### src/rtl/core/lcr_pkg.sv
`default_nettype none
// ----------------------------------------------------------------------------
// lcr_pkg: shared constants and types of the load-cell reader
// widths, request codes, reset values and the sequencer state type
// ----------------------------------------------------------------------------
package lcr_pkg;

    localparam int DATA_BITS_DEF = 24;
    localparam int OUT_W         = 24;
    localparam int GAP_W         = 16;

    localparam logic [GAP_W-1:0] GAP_RESET = 16'd104;

    localparam int FUNC_W = 2;
    localparam logic [FUNC_W-1:0] FUNC_TARE  = 2'd1;
    localparam logic [FUNC_W-1:0] FUNC_WEIGH = 2'd2;

    // stream widths, whole bytes
    localparam int S_TDATA_W = 8;
    localparam int M_TDATA_W = 56;

    typedef enum logic [0:0] {
        ST_IDLE,
        ST_DIV
    } lcr_state_t;

endpackage : lcr_pkg
`default_nettype wire

### src/rtl/core/lcr_divider.sv
`default_nettype none
// ----------------------------------------------------------------------------
// lcr_divider: bit-serial restoring divider
// one quotient bit per cycle, dividend shifted in msb first
// ----------------------------------------------------------------------------
module lcr_divider #(
    parameter int DATA_BITS = lcr_pkg::DATA_BITS_DEF
) (
    input  wire                          aclk,
    input  wire                          aresetn,
    input  wire                          start,
    input  wire [DATA_BITS-1:0]          dividend,
    input  wire [lcr_pkg::GAP_W-1:0]     divisor,
    output logic                         done,
    output logic [DATA_BITS-1:0]         quotient
);
    import lcr_pkg::*;

    localparam int CNT_W = $clog2(DATA_BITS + 1);

    logic                 busy_reg, busy_next;
    logic                 done_reg, done_next;
    logic [CNT_W-1:0]     cnt_reg, cnt_next;
    logic [GAP_W-1:0]     rem_reg, rem_next;
    logic [DATA_BITS-1:0] quo_reg, quo_next;

    logic [GAP_W:0]       trial;
    logic [GAP_W:0]       trial_sub;
    logic                 fits;

    assign trial     = {rem_reg, quo_reg[DATA_BITS-1]};
    assign trial_sub = trial - {1'b0, divisor};
    assign fits      = (trial >= {1'b0, divisor});

    always_comb begin
        busy_next = busy_reg;
        done_next = 1'b0;
        cnt_next  = cnt_reg;
        rem_next  = rem_reg;
        quo_next  = quo_reg;
        if (start) begin
            busy_next = 1'b1;
            cnt_next  = CNT_W'(DATA_BITS);
            rem_next  = '0;
            quo_next  = dividend;
        end else if (busy_reg) begin
            rem_next = fits ? trial_sub[GAP_W-1:0] : trial[GAP_W-1:0];
            quo_next = {quo_reg[DATA_BITS-2:0], fits};
            cnt_next = cnt_reg - CNT_W'(1);
            if (cnt_reg == CNT_W'(1)) begin
                busy_next = 1'b0;
                done_next = 1'b1;
            end
        end
    end

    always_ff @(posedge aclk) begin
        if (!aresetn) begin
            busy_reg <= 1'b0;
            done_reg <= 1'b0;
            cnt_reg  <= '0;
        end else begin
            busy_reg <= busy_next;
            done_reg <= done_next;
            cnt_reg  <= cnt_next;
        end
        rem_reg <= rem_next;
        quo_reg <= quo_next;
    end

    assign done     = done_reg;
    assign quotient = quo_reg;

endmodule : lcr_divider
`default_nettype wire

### src/rtl/core/load_cell_adc_reader_with_tare_core.sv
`default_nettype none
// ----------------------------------------------------------------------------
// load_cell_adc_reader_with_tare_core: two-wire load-cell reader with tare
// tick-driven serial read of the converter, tare capture and scaled weight
// ----------------------------------------------------------------------------
//  channel   direction  handshake            contents
//  s_        in         s_tvalid/s_tready    one tick: request code, data line
//  m_        out        m_tvalid/m_tready    one result per tick
//  cfg_      in         cfg_valid/cfg_ready  gap register write (16 bits)
//
//  an ordinary tick's result is written to the output register; the tick that
//  completes a weigh read first runs the bit-serial divider; the data word is
//  gathered one bit per sck pulse in a shift register; the result sits in an
//  output register, so, with no division running, the next tick is taken in
//  the cycle its predecessor's result leaves or while the register is empty
//  reset (aresetn low, synchronous) clears the sequencer, tare, weight and
//  sets the gap register to 104
// ----------------------------------------------------------------------------
module load_cell_adc_reader_with_tare_core #(
    parameter int DATA_BITS = lcr_pkg::DATA_BITS_DEF
) (
    input  wire                            aclk,
    input  wire                            aresetn,
    // [1:0] func, [2] dout, [7:3] zero
    input  wire [lcr_pkg::S_TDATA_W-1:0]   s_tdata,
    input  wire                            s_tvalid,
    output logic                           s_tready,
    // [0] sck, [1] busy_res, [2] done_res, [26:3] raw_value,
    // [50:27] net_weight, [55:51] zero
    output logic [lcr_pkg::M_TDATA_W-1:0]  m_tdata,
    output logic                           m_tvalid,
    input  wire                            m_tready,
    // gap_value write
    input  wire [lcr_pkg::GAP_W-1:0]       cfg_data,
    input  wire                            cfg_valid,
    output logic                           cfg_ready
);
    import lcr_pkg::*;

    localparam int LAST_PHASE = 2 * DATA_BITS + 1;
    localparam int PH_W       = $clog2(2 * DATA_BITS + 2);
    localparam logic [DATA_BITS-1:0] TOP_BIT = {1'b1, {(DATA_BITS-1){1'b0}}};

    // sequencer and read state
    lcr_state_t           state_reg, state_next;
    logic [PH_W-1:0]      phase_reg, phase_next;
    logic                 waiting_reg, waiting_next;
    logic [DATA_BITS-1:0] shift_reg, shift_next;
    logic                 tare_rd_reg, tare_rd_next;
    logic [DATA_BITS-1:0] tare_reg, tare_next;
    logic [OUT_W-1:0]     weight_reg, weight_next;
    logic [OUT_W-1:0]     raw_reg, raw_next;
    logic                 sck_reg, sck_next;
    logic [GAP_W-1:0]     gap_reg;

    // output register
    logic                 m_valid_reg, m_valid_next;
    logic [M_TDATA_W-1:0] m_data_reg, m_data_next;

    logic [FUNC_W-1:0]    func;
    logic                 dout;
    logic                 in_xfer;
    logic                 out_free;

    logic [DATA_BITS-1:0] raw_full;
    logic [DATA_BITS:0]   diff;
    logic                 div_start;
    logic                 div_done;
    logic [DATA_BITS-1:0] div_quot;
    logic [OUT_W-1:0]     weight_sat;
    logic                 busy_now;

    assign func = s_tdata[FUNC_W-1:0];
    assign dout = s_tdata[FUNC_W];

    assign out_free  = !m_valid_reg || m_tready;
    assign s_tready  = (state_reg == ST_IDLE) && out_free;
    assign in_xfer   = s_tvalid && s_tready;
    assign cfg_ready = 1'b1;

    // flip the sign bit: two's complement reading to offset binary
    assign raw_full = shift_reg ^ TOP_BIT;
    // one subtractor gives both the compare and the dividend
    assign diff     = {1'b0, raw_full} - {1'b0, tare_reg};

    // quotients beyond the result field saturate
    assign weight_sat = ((div_quot >> OUT_W) != '0) ? {OUT_W{1'b1}} : OUT_W'(div_quot);

    assign busy_now = waiting_reg || (phase_reg != '0);

    lcr_divider #(
        .DATA_BITS (DATA_BITS)
    ) u_div (
        .aclk     (aclk),
        .aresetn  (aresetn),
        .start    (div_start),
        .dividend (diff[DATA_BITS-1:0]),
        .divisor  (gap_reg),
        .done     (div_done),
        .quotient (div_quot)
    );

    always_comb begin
        logic finish;
        logic done_tick;
        logic busy_step;

        state_next   = state_reg;
        phase_next   = phase_reg;
        waiting_next = waiting_reg;
        shift_next   = shift_reg;
        tare_rd_next = tare_rd_reg;
        tare_next    = tare_reg;
        weight_next  = weight_reg;
        raw_next     = raw_reg;
        sck_next     = sck_reg;
        m_valid_next = m_valid_reg && !m_tready;
        m_data_next  = m_data_reg;
        div_start    = 1'b0;
        finish       = 1'b0;
        done_tick    = 1'b0;
        busy_step    = 1'b0;

        unique case (state_reg)
            ST_IDLE: begin
                if (in_xfer) begin
                    if (waiting_reg) begin
                        // converter ready once the data line goes low
                        if (!dout) begin
                            waiting_next = 1'b0;
                            sck_next     = 1'b1;
                            phase_next   = PH_W'(1);
                        end
                    end else if (phase_reg != '0) begin
                        if (phase_reg[0]) begin
                            // clock high: drive it low
                            sck_next = 1'b0;
                            if (phase_reg >= PH_W'(LAST_PHASE)) begin
                                phase_next = '0;
                                finish     = 1'b1;
                            end else begin
                                phase_next = phase_reg + PH_W'(1);
                            end
                        end else begin
                            // after a falling edge: take a bit, raise next pulse
                            shift_next = {shift_reg[DATA_BITS-2:0], dout};
                            sck_next   = 1'b1;
                            phase_next = phase_reg + PH_W'(1);
                        end
                    end else if (func == FUNC_TARE || func == FUNC_WEIGH) begin
                        tare_rd_next = (func == FUNC_TARE);
                        waiting_next = 1'b1;
                        shift_next   = '0;
                        sck_next     = 1'b0;
                    end

                    if (finish) begin
                        done_tick = 1'b1;
                        raw_next  = OUT_W'(raw_full);
                        if (tare_rd_reg) begin
                            tare_next = raw_full;
                        end else if (diff[DATA_BITS]) begin
                            weight_next = '0;
                        end else if (gap_reg == '0) begin
                            weight_next = {OUT_W{1'b1}};
                        end else begin
                            div_start  = 1'b1;
                            state_next = ST_DIV;
                        end
                    end

                    busy_step = waiting_next || (phase_next != '0);
                    if (!div_start) begin
                        m_valid_next = 1'b1;
                        m_data_next  = M_TDATA_W'({weight_next, raw_next, done_tick,
                                                   busy_step, sck_next});
                    end
                end
            end
            ST_DIV: begin
                // completion tick of a weigh read waits for the quotient
                if (div_done) begin
                    weight_next  = weight_sat;
                    m_valid_next = 1'b1;
                    m_data_next  = M_TDATA_W'({weight_sat, raw_reg, 1'b1,
                                               busy_now, sck_reg});
                    state_next   = ST_IDLE;
                end
            end
            default: begin
                state_next = ST_IDLE;
            end
        endcase
    end

    always_ff @(posedge aclk) begin
        if (!aresetn) begin
            state_reg   <= ST_IDLE;
            phase_reg   <= '0;
            waiting_reg <= 1'b0;
            shift_reg   <= '0;
            tare_rd_reg <= 1'b0;
            tare_reg    <= '0;
            weight_reg  <= '0;
            raw_reg     <= '0;
            sck_reg     <= 1'b0;
            gap_reg     <= GAP_RESET;
            m_valid_reg <= 1'b0;
        end else begin
            state_reg   <= state_next;
            phase_reg   <= phase_next;
            waiting_reg <= waiting_next;
            shift_reg   <= shift_next;
            tare_rd_reg <= tare_rd_next;
            tare_reg    <= tare_next;
            weight_reg  <= weight_next;
            raw_reg     <= raw_next;
            sck_reg     <= sck_next;
            m_valid_reg <= m_valid_next;
            if (cfg_valid && cfg_ready) begin
                gap_reg <= cfg_data;
            end
        end
        m_data_reg <= m_data_next;
    end

    assign m_tvalid = m_valid_reg;
    assign m_tdata  = m_data_reg;

endmodule : load_cell_adc_reader_with_tare_core
`default_nettype wire
### config.mk
export PLATFORM = sky130hd
export DESIGN_NAME = load_cell_adc_reader_with_tare_core
export DESIGN_NICKNAME = d
export VERILOG_FILES = /design/src/rtl/core/lcr_pkg.sv /design/src/rtl/core/lcr_divider.sv /design/src/rtl/core/load_cell_adc_reader_with_tare_core.sv
export SDC_FILE = /design/constraint.sdc
export NUM_CORES = 1
export LEC_CHECK = 0
export BUFFER_PORTS_ARGS = -buffer_cell sky130_fd_sc_hd__buf_2
export CORE_MARGIN = 8
export CORE_UTILIZATION = 55
export CTS_BUF_LIST = sky130_fd_sc_hd__clkbuf_4
export CTS_CLUSTER_DIAMETER = 60
export CTS_CLUSTER_SIZE = 8
export DETAILED_ROUTE_END_ITERATION = 7
export PLACE_DENSITY = 0.86
export SKIP_LAST_GASP = 1
export SYNTH_ARGS = -nofsm -noshare
export SYNTH_HDL_FRONTEND = slang
export SYNTH_SLANG_ARGS = --single-unit
### constraint.sdc
create_clock -name aclk -period 3.9 [get_ports aclk]
set_input_delay 0.195 -clock aclk [delete_from_list [all_inputs] [get_ports aclk]]
set_output_delay 0.195 -clock aclk [all_outputs]
set_load 0.02 [all_outputs]
==> reports/qor.yml, run 1 <==
status: "completed"
synth_area_um2: 11220
drt_wl_total_mm: 25.64
final-instance-count-excl-fill: 1552
hold_depth: 3
area_growth_pct: 10.75
powerDensity_nw_per_um2: 332.2
fp.dieW_um: 158.8
reg2reg_to: "weight_reg[23]$_SDFFE_PN0P_"
r2r_slack_ps: 570
worst_hold_slack_ps: 57.01
design_area_um2: 12430
cap_violations: 0
core-area_um2: 20100
fp.dieH_um: 158.8
initial_core_util: 0.5581
tightest_slew_ps: 808.9
leakage_nw: 5.103
cp-start-kind: "flip-flop"
cts_inserted_buffers: 31
hold_end: "gap_reg[10]$_SDFFE_PN0P_"
timing.rr.start: "shift_reg[0]$_SDFFE_PN0P_"
synthFlopType: "dfxtp_1"
synth_cells: 1172
grt_pass1_vias: 8761
via_per_inst: 5.801
criticalPathCategory: "reg2reg"
peakVddDrop_uv: 242.9
avgSynthCellArea_um2: 9.574
reg2reg_depth: 10
vias: 9003
worstPathRequired_ps: 4510
rows: 52
cts_max_level: 1
nNetsFinal: 1338
hold_violations: 0
io_pins: 88
max_freq_mhz: 300.7
drv_slew: 0
route.detailed.drc: 0
antenna_found_initial: 4
place_inst: 1470
cts_sinks: 221
tritoncts: "built"
cts_buffer_depth: 3
ys_types: 75
dp_hpwl_mm: 17.02
postRouteAntennaNets: 0
largest_register_ffs: 51
async_reset_ff_frac: 0
drive_gt1_frac: 0.1767
grt_pass1_wl_mm: 42.81
setup-tns-final_ps: 0
setup_viol: 0
maxSlewHeadroom: 0.4607
endpoint_kind: "flip-flop"
root_buffer: "clkbuf_4"
ys_seq_area_frac: 0.4612
power_mw: 4.128
hold_start: "cfg_valid"
rsz0062_at_grt: "no"
path_cells: "inv_1 > ha_1 > fa_1 > nand2b_1 > a21oi_2 > o2111ai_2 > a211oi_4 > o21ai_2 > a31oi_4 > o221a_2"
critPathMaxStageDelay_ps: 620
synth_seq_cells: 221
place_congestion: 0.8736
fin_worst_skew_ps: 53.23
drt-initial-drc-count: 729
grt_overflow: 0
placed_cell_area_um2: 11760
dieArea_um2: 25230
drt-pass1-iter-count: 6
crit_fanout: 24
wire_per_inst_um: 16.52
port_buffers: 76
ys.warnings.count: 0
arrival_ps: 3940
grt_max_degree: 77
hp-class: "in2reg"
grt_util_all_layers: 0.1957
clk_pin_slew_ps: 100
clk_latency_ps: 710
finalCritPeriodShare: 0.8526
critPathSlowestCell: "a31oi_4"
synth_edf_count: 75
finalCriticalPeriod_ps: 3325
[metal layers]
layer / global-route usage / share of wire / vias to the layer above
met5: 0 / 0.00051 / -
met4: 0.08355 / 0.038 / 2
met3: 0.02637 / 0.049 / 89
met2: 0.3112 / 0.45 / 260
met1: 0.2634 / 0.46 / 4263
li1: - / - / 4389
[repair_timing]
| action | 4_1_cts | 5_1_grt |
|---|---|---|
| resized for setup | 0 | 0 |
| hold buffers | 27 | 0 |
| hold endpoints to repair | 27 | 0 |
| setup buffers | 0 | 0 |
[power by group]
group / total, mW / internal [mW] / switching, mW
sequential: 2.44 / 2.41 / 0.0272
clock: 1.34 / 0.573 / 0.769
combinational: 0.345 / 0.123 / 0.222
total: 4.13 / 3.11 / 1.02
[synth_stat cells, types with 12 or more instances]
library cell	instances	area, um2
a211oi_1	12	90.09
xnor2_1	17	148.9
ha_1	47	588.1
nand2_1	146	548.0
edfxtp_1	75	2252
xor2_1	18	157.7
mux2i_1	43	430.4
a21oi_1	64	320.3
o21ai_0	43	215.2
o221a_2	14	157.7
nand3_1	14	70.07
clkbuf_1	40	150.1
o31ai_2	18	225.2
a22oi_1	29	217.7
mux2_2	23	259.0
nor2_1	142	533.0
dfxtp_1	146	2923
a31oi_1	14	87.58
inv_1	59	221.5
[metrics by stage]
stage / worst slack, ps / utilization
2_1_floorplan: 185.8 / -
3_3_place_gp: 690.3 / 0.5850
3_5_place_dp: 637.7 / 0.5850
4_1_cts: 572.5 / 0.6178
5_1_grt: 357.3 / 0.6181
6_report: 574.9 / 0.6181
[area by class of cell]
| cell class | instances | area, um2 |
|---|---|---|
| Timing Repair Buffer | 117 | 755.7 |
| Inverter | 60 | 225.2 |
| Fill cell | 1618 | 7677 |
| Sequential cell | 221 | 5176 |
| Antenna cell | 3 | 7.507 |
| Multi-Input combinational cell | 829 | 5537 |
| Clock buffer | 50 | 375.4 |
| Tap cell | 270 | 337.8 |
| Clock inverter | 2 | 12.51 |
[cells by family after synthesis]
family                     Yosys count  share of synthesized area
AOI/OAI and AO/OA                  285                     0.1921
and+or+nand+nor                    388                     0.1525
DFF                                221                     0.4612
buffers and inverters              126                    0.04873
xor gates and xnor gates            35                    0.02732
muxes                               66                    0.06144
other                                2                  0.0006693
adders and majority gates           49                    0.05598
[cells in the final DEF (no fill, tap or decap), types with 11 or more instances in the layout]
cell type        n
xor2_1          18
nand2_1        145
ha_1            47
buf_2           76
edfxtp_1        75
a22oi_1         29
dfxtp_1        145
clkbuf_4        50
nand3_1         14
mux2_2          23
mux2i_1         43
xnor2_1         17
o221a_2         14
nor3_1          11
inv_1           59
nand2b_1        11
a211oi_1        12
buf_4           14
a21oi_1         64
o31ai_2         18
a31oi_1         14
o21ai_0         43
nor2_1         141
dlygate4sd3_1   27
o211ai_1        11
[critical path, delay by kind of cell (launching register included)]
family                   cells  cell delay, ps
AO/OA/AOI/OAI                6            1950
adder cells (fa/ha/maj)      2             600
flip-flops                   1             420
AND/OR/NAND/NOR              1             190
buffers and inverters        1              70
[worst max-delay path by stage]
| stage | slack (ps) | startpoint | depth (start not counted) | endpoint |
|---|---|---|---|---|
| 2_1_floorplan | 190 | shift_reg[0]$_SDFFE_PN0P_ | 10 | m_tdata[0]$_DFFE_PP_ |
| 3_3_place_gp | 690 | shift_reg[0]$_SDFFE_PN0P_ | 10 | u_div.quotient[8]$_DFFE_PP_ |
| 3_5_place_dp | 640 | shift_reg[0]$_SDFFE_PN0P_ | 10 | weight_reg[2]$_SDFFE_PN0P_ |
| 4_1_cts | 570 | shift_reg[0]$_SDFFE_PN0P_ | 10 | weight_reg[23]$_SDFFE_PN0P_ |
| 5_1_grt | 360 | shift_reg[0]$_SDFFE_PN0P_ | 11 | u_div.quotient[16]$_DFFE_PP_ |
| 6_report | 570 | shift_reg[0]$_SDFFE_PN0P_ | 10 | weight_reg[23]$_SDFFE_PN0P_ |
No activity file was read; power rests on OpenSTA's default activity.
==> inputs of run 2 (changes only) <==
--- a/config.mk
+++ b/config.mk
@@ -7,12 +7,12 @@
 export LEC_CHECK = 0
 export BUFFER_PORTS_ARGS = -buffer_cell sky130_fd_sc_hd__buf_2
 export CORE_MARGIN = 8
-export CORE_UTILIZATION = 55
+export CORE_UTILIZATION = 56
 export CTS_BUF_LIST = sky130_fd_sc_hd__clkbuf_4
 export CTS_CLUSTER_DIAMETER = 60
 export CTS_CLUSTER_SIZE = 8
 export DETAILED_ROUTE_END_ITERATION = 7
-export PLACE_DENSITY = 0.86
+export PLACE_DENSITY = 0.87
 export SKIP_LAST_GASP = 1
 export SYNTH_ARGS = -nofsm -noshare
 export SYNTH_HDL_FRONTEND = slang
==> run 2 against run 1 <==
Against the previous run: register-to-register slack got worse by 20 ps; die area decreased by 1.6%; fmax decreased by 0.48%; via count is 0.57% higher; sequential share of layout area about the same; clock power is 3% higher.
==> reports/qor.yml, run 2 (same netlist as run 1, synthesis figures left out) <==
status: "completed"
route.detailed.drc: 0  # unchanged
fillers: 1536  # -5.1%
tightest_slew_ps: 812.1  # +3.200 ps
finalCritPeriodShare: 0.8567  # +0.004087
grt_util_all_layers: 0.2042  # +0.008506
via_per_inst: 5.853  # +0.89%
fp.dieW_um: 157.6  # -0.81%
fin_worst_skew_ps: 43.62  # -9.612 ps
criticalPathCategory: "reg2reg"
drv_slew: 0  # unchanged
rsz0062_at_grt: "no"
drt-initial-drc-count: 750  # +2.9%
regArea_um2: 5176  # unchanged
cts_sinks: 221  # unchanged
crit_fanout: 24  # unchanged
cts_buffer_depth: 3  # unchanged
postRouteAntennaNets: 0  # unchanged
setup-tns-final_ps: 0  # unchanged
port_buffers: 76  # unchanged
peakVddDrop_uv: 234.1  # -3.6%
antenna_found_initial: 2  # -2
final-instance-count-excl-fill: 1547  # -0.32%
grt_max_degree: 57  # -26%
clk_pin_slew_ps: 110  # about the same
finalCriticalPeriod_ps: 3341  # +15.94 ps
endpoint_kind: "flip-flop"
cts_setup_buffers: 0  # unchanged
area_growth_pct: 10.73  # about the same
max_freq_mhz: 299.3  # -0.48%
dieArea_um2: 24820  # -1.6%
grt_pass1_wl_mm: 42.22  # -1.4%
clk_latency_ps: 700  # about the same
tritoncts: "built"
place_congestion: 0.8859  # +1.4%
dp_hpwl_mm: 16.83  # -1.1%
cts_max_level: 1  # unchanged
hp-class: "in2reg"
root_buffer: "clkbuf_4"
rows: 51  # -1.9%
post_cts_resized: 0  # unchanged
grt_pass1_vias: 8679  # -0.94%
setup_viol: 0  # unchanged
drive_gt1_frac: 0.1766  # about the same
grt_overflow: 0  # unchanged
final_cell_mix: "nand2_1 (145), dfxtp_1 (145), nor2_1 (141)"
multi_input_area_um2: 5537  # unchanged
drt-pass1-iter-count: 5  # -1
arrival_ps: 3970  # +30 ps
maxSlewHeadroom: 0.4586  # -0.002133
vias: 9054  # +0.57%
leakage_nw: 5.104  # about the same
hold_violations: 0  # unchanged
cap_violations: 0  # unchanged
cp-start-kind: "flip-flop"
core-area_um2: 19590  # -2.6%
drt_wl_total_mm: 25.74  # +0.41%
initial_core_util: 0.5728  # +0.01465
fp.dieH_um: 157.6  # -0.81%
nNetsFinal: 1338  # unchanged
powerDensity_nw_per_um2: 334.8  # +0.79%
place_inst: 1465  # -0.34%
io_pins: 88  # unchanged
cts_hold_buf: 27  # unchanged
cts_inserted_buffers: 31  # unchanged
worstPathRequired_ps: 4530  # +20 ps
largest_register_ffs: 51  # unchanged
wire_per_inst_um: 16.64  # +0.73%
==> run 2: per-stage QoR <==
step,hold WS (ps),setup slack (ps),instance area [um2],utilization,total power [mW]
global placement,409.5,698.9,11760,0.6001,2.796
global route,56.22,349.8,12420,0.6342,4.319
finish,53.89,559.0,12420,0.6342,4.160
CTS,3.892,545.1,12420,0.6340,4.163
floorplan,325.4,185.8,11240,-,2.716
detailed placement,421.6,587.2,11760,0.6001,2.802
==> run 2: where the power goes <==
part | switching (mW) | internal, mW | leakage, nW
logic | 0.220 | 0.123 | 3.04
clock network | 0.794 | 0.583 | 0.236
registers | 0.0266 | 2.41 | 1.83
==> run 2: final cells by class <==
class,instances,area share
multi-input cells,829,0.4456
inverters,60,0.01813
flip-flops and latches,221,0.4166
repair buffers,117,0.06083
well taps,265,0.02669
diodes,2,0.0004028
clock buffers,51,0.03082
clock inverters,2,0.0009063
==> run 2: final timing paths <==
path                                                 from                           to  slack [ps]  depth (start not counted)
worst max-delay path            shift_reg[0]$_SDFFE_PN0P_  weight_reg[23]$_SDFFE_PN0P_         560                         10
worst min-delay path                            cfg_valid      gap_reg[4]$_SDFFE_PN0P_          50                          3
worst max register to register  shift_reg[0]$_SDFFE_PN0P_  weight_reg[23]$_SDFFE_PN0P_         560                         10
worst min register to register    raw_reg[7]$_SDFFE_PN0P_      raw_reg[7]$_SDFFE_PN0P_         460                          2
==> run 2: worst max-delay path, stage by stage, from the launching register on <==
cell	delay, ps
dfxtp_1	430
inv_1	70
ha_1	200
fa_1	420
nand2b_1	200
a21oi_2	200
o2111ai_2	210
a211oi_4	430
o21ai_2	190
a31oi_4	620
o221a_2	310
==> run 2: per-layer routing <==
layer / routed length, um / track usage / vias to the layer above
met3: 1492 / 0.02961 / 63
met2: 11820 / 0.3305 / 290
met4: 789 / 0.07480 / 0
met5: 0 / 0 / -
li1: - / - / 4377
met1: 11640 / 0.2729 / 4324
